[src/fsep_ram.sv]
// ----------------------------------------------------------------------------
// fsep_ram
// Generic single-port synchronous RAM with registered read.
// ----------------------------------------------------------------------------
module fsep_ram #(
  parameter int unsigned Width = 8,
  parameter int unsigned Depth = 16
) (
  input  logic                     clk_i,
  input  logic                     we_i,
  input  logic [$clog2(Depth)-1:0] addr_i,
  input  logic [Width-1:0]         wdata_i,
  output logic [Width-1:0]         rdata_o
);
  logic [Width-1:0] mem_q [Depth];

  always_ff @(posedge clk_i) begin
    if (we_i) mem_q[addr_i] <= wdata_i;
    rdata_o <= mem_q[addr_i];
  end
endmodule

[config.mk]
export PLATFORM = sky130hd
export DESIGN_NAME = fsep_ram
export DESIGN_NICKNAME = d
export VERILOG_FILES = /design/src/fsep_ram.sv
export SDC_FILE = /design/constraint.sdc
export NUM_CORES = 1
export LEC_CHECK = 0
export BUFFER_PORTS_ARGS = -buffer_cell sky130_fd_sc_hd__buf_2
export CAP_MARGIN = 20
export CORE_UTILIZATION = 65
export CTS_BUF_LIST = sky130_fd_sc_hd__clkbuf_8
export DETAILED_ROUTE_END_ITERATION = 8
export PLACE_DENSITY = 0.94
export RECOVER_POWER = 25
export SLEW_MARGIN = 20
export SYNTH_ARGS = -nofsm -noshare
export SYNTH_HDL_FRONTEND = slang
export SYNTH_SLANG_ARGS = --single-unit
[constraint.sdc]
create_clock -name clk_i -period 2.7 [get_ports clk_i]
set_input_delay 0.405 -clock clk_i [delete_from_list [all_inputs] [get_ports clk_i]]
set_output_delay 0.405 -clock clk_i [all_outputs]
set_load 0.005 [all_outputs]
==> summary.txt, run 1 <==
Synth
  – Asr flop ratio synth: 0%
  – Mux cell area share after synthesis: 14.2%
  – Netlist cell types: 18
  – Predominant post-synthesis flop cell: edfxtp_1
  – Post-Synth XOR/XNOR Area: 0%
  – Post-Syn Instances: 230
  – Top-count cell post-synth: edfxtp_1
  – Top cells by area, synth: edfxtp_1 (76%), mux4_2 (14%), dfxtp_1 (3.2%)
  – Largest family of logic cells by synthesized area: multiplexers
  – Synth Area in Compound Gates: 2.37%
  – Simple-Gate Fraction of Synth Area: 3.21%
  – Synthesized flop and latch total: 136
  – Mapped cell area: 5070 um^2
  – Net Count, Synth: 244
  – Ys Warns: 0
  – Sequential-to-total area share from yosys stat: 79.0%
  – Post-Synth Adder-Cell Area: 0%
  – Largest area contributor in the netlist: edfxtp_1
  – Post-synth top cells: edfxtp_1 (128), mux4_2 (32), a22oi_1 (16)
  – Mapped Avg Cell Area: 22.0 um^2
  – Number of synthesized flops with an enable pin: 128
  – Top cell type's share of synthesized area: 75.9%

Floorplan
  – Die ar.: 8150 um^2
  – DIE WIDTH: 90.3 um
  – Initial Util: 68.4%
  – Area of the core: 7410 um^2
  – Row count: 31
  – Die Ht: 90.3 um
  – Boundary pin count: 22

Timing
  – Unrepaired setup endpoints after global routing: false
  – PnR worst setup slack: 0.980 ns
  – Endpoints failing hold: 0
  – Final Max Tran Viols: 0
  – Worst clock skew: 0.0110 ns
  – Setup TNS: 0 ns
  – Min Tclk post-route: 1.72 ns
  – F_max: 582 MHz
  – Final Setup Violations: 0
  – Final critical-path share of the clock period: 63.7%
  – Tightest Pin Transition: 0.783 ns
  – Relative slew slack: 47.7%

Route
  – Drt drc: 0
  – Post-route ant nets: 0
  – Iteration-0 DRC count of the detailed router: 228
  – Routed vias: 2389
  – Routed wire per std cell: 23.4 um
  – Final wirelength: 9020 um
  – Via density: 6.19
  – Pre-Repair DR Iteration Count: 5

Cells and area
  – Layout net count: 288
  – Area growth, synth to finish: 14.4%
  – # fillers: 363
  – N_diodes: 0
  – Sequential Area: 4000 um^2
  – Share of cells above drive strength 1: 32.1%
  – Footprint of the multi-input gates: 1000 um^2

Global routing
  – Total grt overflow: 0
  – First-pass GRT wire length: 14000 um
  – Vias in the first global route: 2576
  – Gr busiest metal: met2
  – GRT met2 Usage: 40.5%
  – Largest net degree at the start of global routing: 25
  – Grt met1 use: 31.5%
  – Initial antenna violation count: 0
  – Tot GR Track Use: 24.7%
  – GR Layer Usage met3: 4.88%

Worst hold path
  – Hold WC Path Type: input pin to register

CTS
  – CTS H-tree lvls: 4
  – Skew-Pair Late Insertion Delay: 0.42 ns
  – CTS root buf: clkbuf_8
  – Worst-path clk slew: 0.08 ns
  – TritonCTS clock tree: built
  – CTS Buf Count: 17
  – # clock sinks: 136
  – Cts hold-fix bufs: 0
  – Clock Tree Buf Depth: 2
  – Setup bufs post-CTS: 0
  – Post-cts gate resize count: 0

Place
  – Place WS: 0.537 ns
  – DP HPWL: 5810 um
  – Routability congestion estimate: 0.801
  – IO buf count: 21

Critical path
  – CP max stage cell: mux4_2
  – Data required, critical path: 3.01 ns
  – Max incr delay on CP: 0.54 ns
  – Crit path max fanout: 15
  – Crit. End Element: register
  – Cell breakdown of the critical path: buf_2 > buf_4 > mux4_2 > a22oi_1 > nand2_1
  – CP arrival: 2.03 ns
  – Critical Path Source Type: input pin
  – WS Path Type: input pin to register

Pwr
  – Leak: 1.90 nW
  – Power per cell area: 760 nW/um^2
  – Peak supply drop: 0.000604 V

Flow run
  – Max_cap viols: 0

Run status
  – Status: complete, no violations
## path summary, 6_finish.rpt
path               start           end  slack, ns  cells after the start
max            addr_i[0]    rdata_o[5]       0.98                      5
min           wdata_i[0]  mem_q[11][0]       0.39                      1
max reg2reg  mem_q[0][4]    rdata_o[4]       1.32                      3
min reg2reg  mem_q[2][3]    rdata_o[3]       0.68                      3
## through the flow
step	instance area, um^2	hold slack (ns)	util, %	instances	total power, mW
CTS	5800	0.332	78.3	386	4.44
finish	5800	0.392	78.2	386	4.41
detailed placement	5360	0.679	72.4	354	2.63
global route	5800	0.380	78.2	386	4.53
floorplan	5070	0.504	-	230	2.54
global placement	5360	0.651	72.4	354	2.62
## report_power, final
group | switching [mW] | internal, mW
combinational | 0.119 | 0.0898
sequential | 0.0144 | 2.36
clock | 0.737 | 1.09
## critical path: cells and delay by family
family | cells | cell delay, ns
compound gates | 1 | 0.30
simple gates | 1 | 0.09
mux | 1 | 0.54
buf+inv | 2 | 0.68
## logic make-up (layout without fill, tap and decap cells)
logic type	after synthesis	count (layout)
AND/OR/NAND/NOR	35	35
AO/OA/AOI/OAI	16	16
multiplexers	32	32
buffers and inverters	11	68
flip-flops	136	136
## final cells by class
cell class | instances | share of cell area [%]
Multi-Input combinational cell | 83 | 17.3
Sequential cell | 136 | 69.1
Timing Repair Buffer | 36 | 3.82
Clock inverter | 15 | 3.61
Clock buffer | 17 | 4.04
Tap cell | 99 | 2.14
## cell usage in the layout (no fill, tap or decap), drive strengths merged, types with 2 or more instances in the layout
cell type / Yosys / final
nand3b: 2 / 2
inv: 0 / 2
clkinv: 0 / 5
clkbuf: 3 / 24
nor2b: 2 / 2
nor3: 4 / 4
mux4: 32 / 32
clkinvlp: 0 / 3
edfxtp: 128 / 128
bufinv: 0 / 5
a22oi: 16 / 16
nand2: 9 / 9
dfxtp: 8 / 8
nand2b: 2 / 2
nor2: 13 / 13
buf: 8 / 29
## flip-flops by register name (all words and copies together) (netlist names)
register	count
mem_q	128
rdata_o	8
## routing by layer
layer / vias to the layer above / share of wire [%]
li1: 1047 / -
met1: 1219 / 38
met2: 101 / 53
met3: 22 / 5.9
met4: 0 / 2.9
met5: - / 0
(Power assumes the default switching activity.)
==> inputs of run 2 (changes only) <==
- CORE_UTILIZATION: 65 -> 63
- PLACE_DENSITY: 0.94 -> 0.92
- clock period: 2.7 -> 1.7 ns (I/O delays scaled with it)
==> summary.txt, run 2 (same netlist as run 1, synthesis figures left out) <==
CTS
  – Post-cts gate resize count: 0 (unchanged)
  – Clock Tree Buf Depth: 2 (unchanged)
  – Skew-Pair Late Insertion Delay: 0.43 ns (was 0.42 ns)
  – # clock sinks: 136 (unchanged)
  – Cts hold-fix bufs: 0 (unchanged)
  – Setup bufs post-CTS: 0 (unchanged)
  – CTS Buf Count: 17 (unchanged)
  – CTS root buf: clkbuf_8 (unchanged)
  – Worst-path clk slew: 0.08 ns (about the same)
  – CTS H-tree lvls: 4 (unchanged)
  – TritonCTS clock tree: built (unchanged)

Critical path
  – CP endpoint: rdata_o[6] (was rdata_o[5])
  – Reg2reg path depth: 3 (unchanged)
  – Crit path max fanout: 1 (was 15)
  – CP Depth: 3 (was 5)
  – Crit. End Element: register (unchanged)
  – Sum of buffers and inverters on the critical path: 0 (was 2)
  – Worst reg2reg path startpoint: mem_q[0][6] (was mem_q[0][4])
  – CP arrival: 1.75 ns (was 2.03 ns)
  – CP max stage cell: mux4_2 (unchanged)
  – Critical Path Source: mem_q[0][6] (was addr_i[0])
  – Cell breakdown of the critical path: mux4_2 > a22oi_1 > nand2_1 (was buf_2 > buf_4 > mux4_2 > a22oi_1 > nand2_1)
  – Critical Path Source Type: register (was input pin)
  – WS Path Type: register to register (was input pin to register)
  – R2R setup slack: 0.25 ns (was 1.32 ns)
  – Worst reg2reg endpoint: rdata_o[6] (was rdata_o[4])
  – Data required, critical path: 2.00 ns (was 3.01 ns)
  – Max incr delay on CP: 0.47 ns (was 0.54 ns)
  – Delay-heaviest family, CP: multiplexers (was buffers and inverters)

Cells and area
  – Top reg by flops: mem_q (unchanged)
  – Final Util: 76.6% (was 78.2%)
  – Regs by FF count: mem_q x128, rdata_o x8 (unchanged)
  – Layout net count: 299 (was 288)
  – Most common cell after layout, fill and taps aside: edfxtp_1 (unchanged)
  – Largest register FFs: 128 (unchanged)
  – N_diodes: 0 (unchanged)
  – # fillers: 385 (was 363)
  – Area growth, synth to finish: 17.4% (was 14.4%)
  – Most frequent cells in the layout: edfxtp_1 (128), mux4_2 (32), buf_4 (23) (was edfxtp_1 (128), mux4_2 (32), clkbuf_8 (17))
  – Sequential Area: 4000 um^2 (unchanged)
  – Share of cells above drive strength 1: 35.2% (was 32.1%)
  – Footprint of the multi-input gates: 1010 um^2 (was 1000 um^2)

Timing
  – Final hold slack: 0.224 ns (was 0.392 ns)
  – Final Setup Violations: 0 (unchanged)
  – Endpoints failing hold: 0 (unchanged)
  – Setup TNS: 0 ns (unchanged)
  – Final Max Tran Viols: 0 (unchanged)
  – F_max: 687 MHz
  – Worst clock skew: 0.0120 ns (was 0.0110 ns)
  – Unrepaired setup endpoints after global routing: false (unchanged)
  – Tightest Pin Transition: 0.684 ns (was 0.783 ns)
  – Min Tclk post-route: 1.45 ns
  – Final critical-path share of the clock period: 85.6%
  – Relative slew slack: 54.4% (was 47.7%)

Pwr
  – Peak supply drop: 0.000667 V (was 0.000604 V)
  – Leak: 1.99 nW (was 1.90 nW)
  – Switching power: 1.44 mW (was 871 uW)
  – Clock share of power: 43.0% (was 41.4%)
  – Internal power: 5.83 mW (was 3.54 mW)
  – Power per cell area: 1220 nW/um^2 (was 760 nW/um^2)
  – Gate power share: 5.1% (was 4.7%)
  – Switching Fraction: 19.8% (about the same)
  – Reg power frac: 51.9% (was 53.8%)

Worst hold path
  – Hold WC Path Type: input pin to register (unchanged)

Global routing
  – Total grt overflow: 0 (unchanged)
  – Initial antenna violation count: 0 (unchanged)
  – First-pass GRT wire length: 16400 um (was 14000 um)
  – Tot GR Track Use: 28.2% (was 24.7%)
  – Vias in the first global route: 2734 (was 2576)
  – Largest net degree at the start of global routing: 40 (was 25)

Floorplan
  – Die ar.: 8410 um^2 (was 8150 um^2)
  – Row count: 32 (was 31)
  – Initial Util: 65.2% (was 68.4%)
  – Area of the core: 7770 um^2 (was 7410 um^2)
  – Die Ht: 91.7 um (was 90.3 um)
  – Boundary pin count: 22 (unchanged)
  – DIE WIDTH: 91.7 um (was 90.3 um)

Route
  – Drt drc: 0 (unchanged)
  – Routed vias: 2563 (was 2389)
  – Pre-Repair DR Iteration Count: 5 (unchanged)
  – Via density: 6.41 (was 6.19)
  – Post-route ant nets: 0 (unchanged)
  – Routed wire per std cell: 26.0 um (was 23.4 um)
  – Iteration-0 DRC count of the detailed router: 351 (was 228)
  – Final wirelength: 10400 um (was 9020 um)

Flow run
  – Max_cap viols: 0 (unchanged)

Place
  – DP HPWL: 6170 um (was 5810 um)
  – Routability congestion estimate: 0.801 (about the same)
  – IO buf count: 21 (unchanged)

Run status
  – Status: complete, no violations (unchanged)
==> run 2: metal layers <==
layer	up-vias	share of wire (%)	GRT usage (%)
li1	1069	-	-
met1	1310	39	37.5
met2	166	53	47.0
met3	18	6.7	5.89
met4	0	1.4	10.3
met5	-	0	0
==> run 2: worst min-delay path by stage <==
stage,from,end,cells past startpoint
floorplan,wdata_i[0],mem_q[0][0],0
global placement,wdata_i[4],mem_q[6][4],1
detailed placement,rdata_o[6],rdata_o[6],1
CTS,wdata_i[4],mem_q[13][4],1
global route,wdata_i[0],mem_q[13][0],1
finish,wdata_i[0],mem_q[13][0],1
==> run 2: cell type report <==
class	count	area share, %
sequential	136	67.3
multi-input combinational	83	17.0
timing repair buffer	47	5.55
clock buffer	18	4.16
clock inverter	14	3.87
tap	102	2.15
==> run 2: worst reg2reg max path: cells and delay by family, from the launching register on <==
family           cells  cell delay (ns)
AO/OA/AOI/OAI        1             0.32
flip-flops           1             0.40
multiplexers         1             0.47
AND/OR/NAND/NOR      1             0.13
==> run 2: power by group through the flow <==
stage / sequential, mW / combinational (mW) / clock [mW]
floorplan: 3.84 / 0.194 / 0
CTS: 3.77 / 0.375 / 3.14
finish: 3.77 / 0.372 / 3.12
detailed placement: 3.84 / 0.360 / 0
global placement: 3.83 / 0.338 / 0
global route: 3.78 / 0.398 / 3.28
==> run 2: stage by stage <==
| step | instance area [um^2] | worst slack, ns | total power, mW | instances |
|---|---|---|---|---|
| floorplan | 5070 | 0.00689 | 4.03 | 230 |
| global route | 5950 | 0.195 | 7.46 | 400 |
| finish | 5950 | 0.245 | 7.27 | 400 |
| detailed placement | 5480 | 0.0307 | 4.20 | 368 |
| global placement | 5480 | 0.0888 | 4.17 | 368 |
| CTS | 5960 | 0.240 | 7.29 | 400 |
==> inputs of run 3 (changes only) <==
--- a/config.mk
+++ b/config.mk
@@ -8,3 +8,3 @@
 export BUFFER_PORTS_ARGS = -buffer_cell sky130_fd_sc_hd__buf_2
-export CAP_MARGIN = 20
+export CAP_MARGIN = 5
 export CORE_UTILIZATION = 63
@@ -12,3 +12,3 @@
 export DETAILED_ROUTE_END_ITERATION = 8
-export PLACE_DENSITY = 0.92
+export PLACE_DENSITY = 0.82
 export RECOVER_POWER = 25
==> constraint.sdc (replaced) <==
create_clock -name clk_i -period 1.7 [get_ports clk_i]
set_input_delay 0.425 -clock clk_i [delete_from_list [all_inputs] [get_ports clk_i]]
set_output_delay 0.425 -clock clk_i [all_outputs]
set_load 0.005 [all_outputs]
==> summary.txt, run 3 (same netlist as run 1, synthesis figures left out) <==
Cells and area
  – Regs by FF count: mem_q x128, rdata_o x8 (unchanged)
  – Layout net count: 316 (was 299)
  – Area growth, synth to finish: 19.2% (was 17.4%)
  – Final Util: 77.8% (was 76.6%)
  – Largest register FFs: 128 (unchanged)
  – Top reg by flops: mem_q (unchanged)
  – N_diodes: 0 (unchanged)
  – Most common cell after layout, fill and taps aside: edfxtp_1 (unchanged)
  – Share of cells above drive strength 1: 40.6% (was 35.2%)
  – Most frequent cells in the layout: edfxtp_1 (128), buf_4 (35), mux4_2 (32) (was edfxtp_1 (128), mux4_2 (32), buf_4 (23))

CTS
  – # clock sinks: 136 (unchanged)
  – Skew-Pair Late Insertion Delay: 0.43 ns (about the same)
  – Cts hold-fix bufs: 0 (unchanged)
  – Clock Tree Buf Depth: 2 (unchanged)
  – CTS Buf Count: 17 (unchanged)
  – CTS H-tree lvls: 4 (unchanged)
  – Setup bufs post-CTS: 0 (unchanged)
  – Worst-path clk slew: 0.07 ns (was 0.08 ns)
  – TritonCTS clock tree: built (unchanged)
  – Post-cts gate resize count: 0 (unchanged)
  – CTS root buf: clkbuf_8 (unchanged)

Timing
  – Final Setup Violations: 0 (unchanged)
  – Min Tclk post-route: 1.41 ns (was 1.45 ns)
  – Tightest Pin Transition: 0.741 ns (was 0.684 ns)
  – Worst clock skew: 0.0118 ns (was 0.0120 ns)
  – PnR worst setup slack: 0.295 ns (was 0.245 ns)
  – Unrepaired setup endpoints after global routing: false (unchanged)
  – F_max: 712 MHz (was 687 MHz)
  – Final critical-path share of the clock period: 82.7% (was 85.6%)
  – Relative slew slack: 50.5% (was 54.4%)
  – Final Max Tran Viols: 0 (unchanged)
  – Final hold slack: 0.404 ns (was 0.224 ns)
  – Endpoints failing hold: 0 (unchanged)

Floorplan
  – DIE WIDTH: 91.7 um (unchanged)
  – Die ar.: 8410 um^2 (unchanged)
  – Boundary pin count: 22 (unchanged)
  – Area of the core: 7770 um^2 (unchanged)
  – Initial Util: 65.2% (unchanged)
  – Row count: 32 (unchanged)
  – Die Ht: 91.7 um (unchanged)

Global routing
  – Initial antenna violation count: 0 (unchanged)
  – Total grt overflow: 0 (unchanged)
  – Vias in the first global route: 2696 (was 2734)
  – First-pass GRT wire length: 15000 um (was 16400 um)
  – Tot GR Track Use: 26.1% (was 28.2%)
  – Largest net degree at the start of global routing: 17 (was 40)

Place
  – IO buf count: 21 (unchanged)
  – Place WS: -0.154 ns (was 0.0307 ns)
  – DP HPWL: 6460 um (was 6170 um)
  – Routability congestion estimate: 0.827 (was 0.801)

Route
  – Iteration-0 DRC count of the detailed router: 206 (was 351)
  – Via density: 6.11 (was 6.41)
  – Drt drc: 0 (unchanged)
  – Routed wire per std cell: 23.0 um (was 26.0 um)
  – Routed vias: 2548 (was 2563)
  – Pre-Repair DR Iteration Count: 4 (was 5)
  – Final wirelength: 9580 um (was 10400 um)
  – Post-route ant nets: 0 (unchanged)

Pwr
  – Leak: 2.06 nW (was 1.99 nW)
  – Total power: 6.49 mW (was 7.27 mW)
  – Power per cell area: 1080 nW/um^2 (was 1220 nW/um^2)
  – Peak supply drop: 0.000780 V (was 0.000667 V)

Critical path
  – Data required, critical path: 2.00 ns (about the same)
  – R2R setup slack: 0.37 ns (was 0.25 ns)
  – Critical Path Source Type: input pin (was register)
  – Worst reg2reg endpoint: rdata_o[0] (was rdata_o[6])
  – Reg2reg path depth: 3 (unchanged)
  – CP arrival: 1.71 ns (was 1.75 ns)
  – Critical Path Source: addr_i[1] (was mem_q[0][6])
  – Worst reg2reg path startpoint: mem_q[11][0] (was mem_q[0][6])
  – Crit. End Element: register (unchanged)
  – WS Path Type: input pin to register (was register to register)
  – CP endpoint: rdata_o[0] (was rdata_o[6])
  – Crit path max fanout: 14 (was 1)

Run status
  – Status: complete, no violations (unchanged)

Worst hold path
  – Hold WC Path Type: input pin to register (unchanged)

Flow run
  – Max_cap viols: 0 (unchanged)
-- run 3: cell types whose count changed in the layout (fill, tap and decap cells not counted) --
cell | before | now
buf_12 | 3 | 8
buf_2 | 15 | 14
buf_4 | 23 | 35
bufinv_16 | 6 | 1
clkbuf_1 | 6 | 7
clkbuf_8 | 18 | 20
clkinv_2 | 2 | 4
clkinv_4 | 1 | 0
clkinvlp_4 | 2 | 0
inv_1 | 2 | 7
inv_6 | 1 | 0
nor2_1 | 13 | 1
nor2_2 | 0 | 12
-- run 3: metrics by stage --
stage	TNS (ns)	cells	instance area, um^2
after floorplan	-2.72	230	5100
after global placement	-1.12	385	5700
after detailed placement	-2.49	385	5700
after CTS	0	417	6050
after global routing	0	417	6040
final	0	417	6040
-- run 3: how the worst min path moves through the flow --
| stage | depth (start not counted) | slack [ns] | to | startpoint |
|---|---|---|---|---|
| floorplan | 0 | 0.52 | mem_q[0][0] | wdata_i[0] |
| global placement | 3 | 0.65 | rdata_o[1] | mem_q[13][1] |
| detailed placement | 3 | 0.68 | rdata_o[4] | mem_q[2][4] |
| CTS | 1 | 0.35 | mem_q[4][2] | wdata_i[2] |
| global route | 1 | 0.40 | mem_q[7][6] | wdata_i[6] |
| finish | 1 | 0.40 | mem_q[15][6] | wdata_i[6] |
-- run 3: layout make-up --
class	instances	area, um^2
repair buffers	64	519
multi-input cells	83	1040
flip-flops and latches	136	4000
fillers	436	1730
well taps	102	128
clock buffers	20	275
clock inverters	12	76.3
-- run 3: per-layer routing --
metal | GRT usage, % | vias up | share of wire (%)
met5 | 0 | - | 0
li1 | - | 1104 | -
met1 | 34.6 | 1304 | 40
met4 | 10.6 | 0 | 2.1
met2 | 40.5 | 123 | 49
met3 | 8.79 | 17 | 8.7
-- run 3: power breakdown --
part	internal, mW	switching [mW]
Combinational	0.183	0.211
Clock	1.22	1.10
Sequential	3.75	0.0258
-- run 3: worst max-delay path, stage by stage --
cell and delay [ns]:
buf_2 0.35, buf_4 0.25, mux4_2 0.32, a22oi_1 0.27, nand2_1 0.10
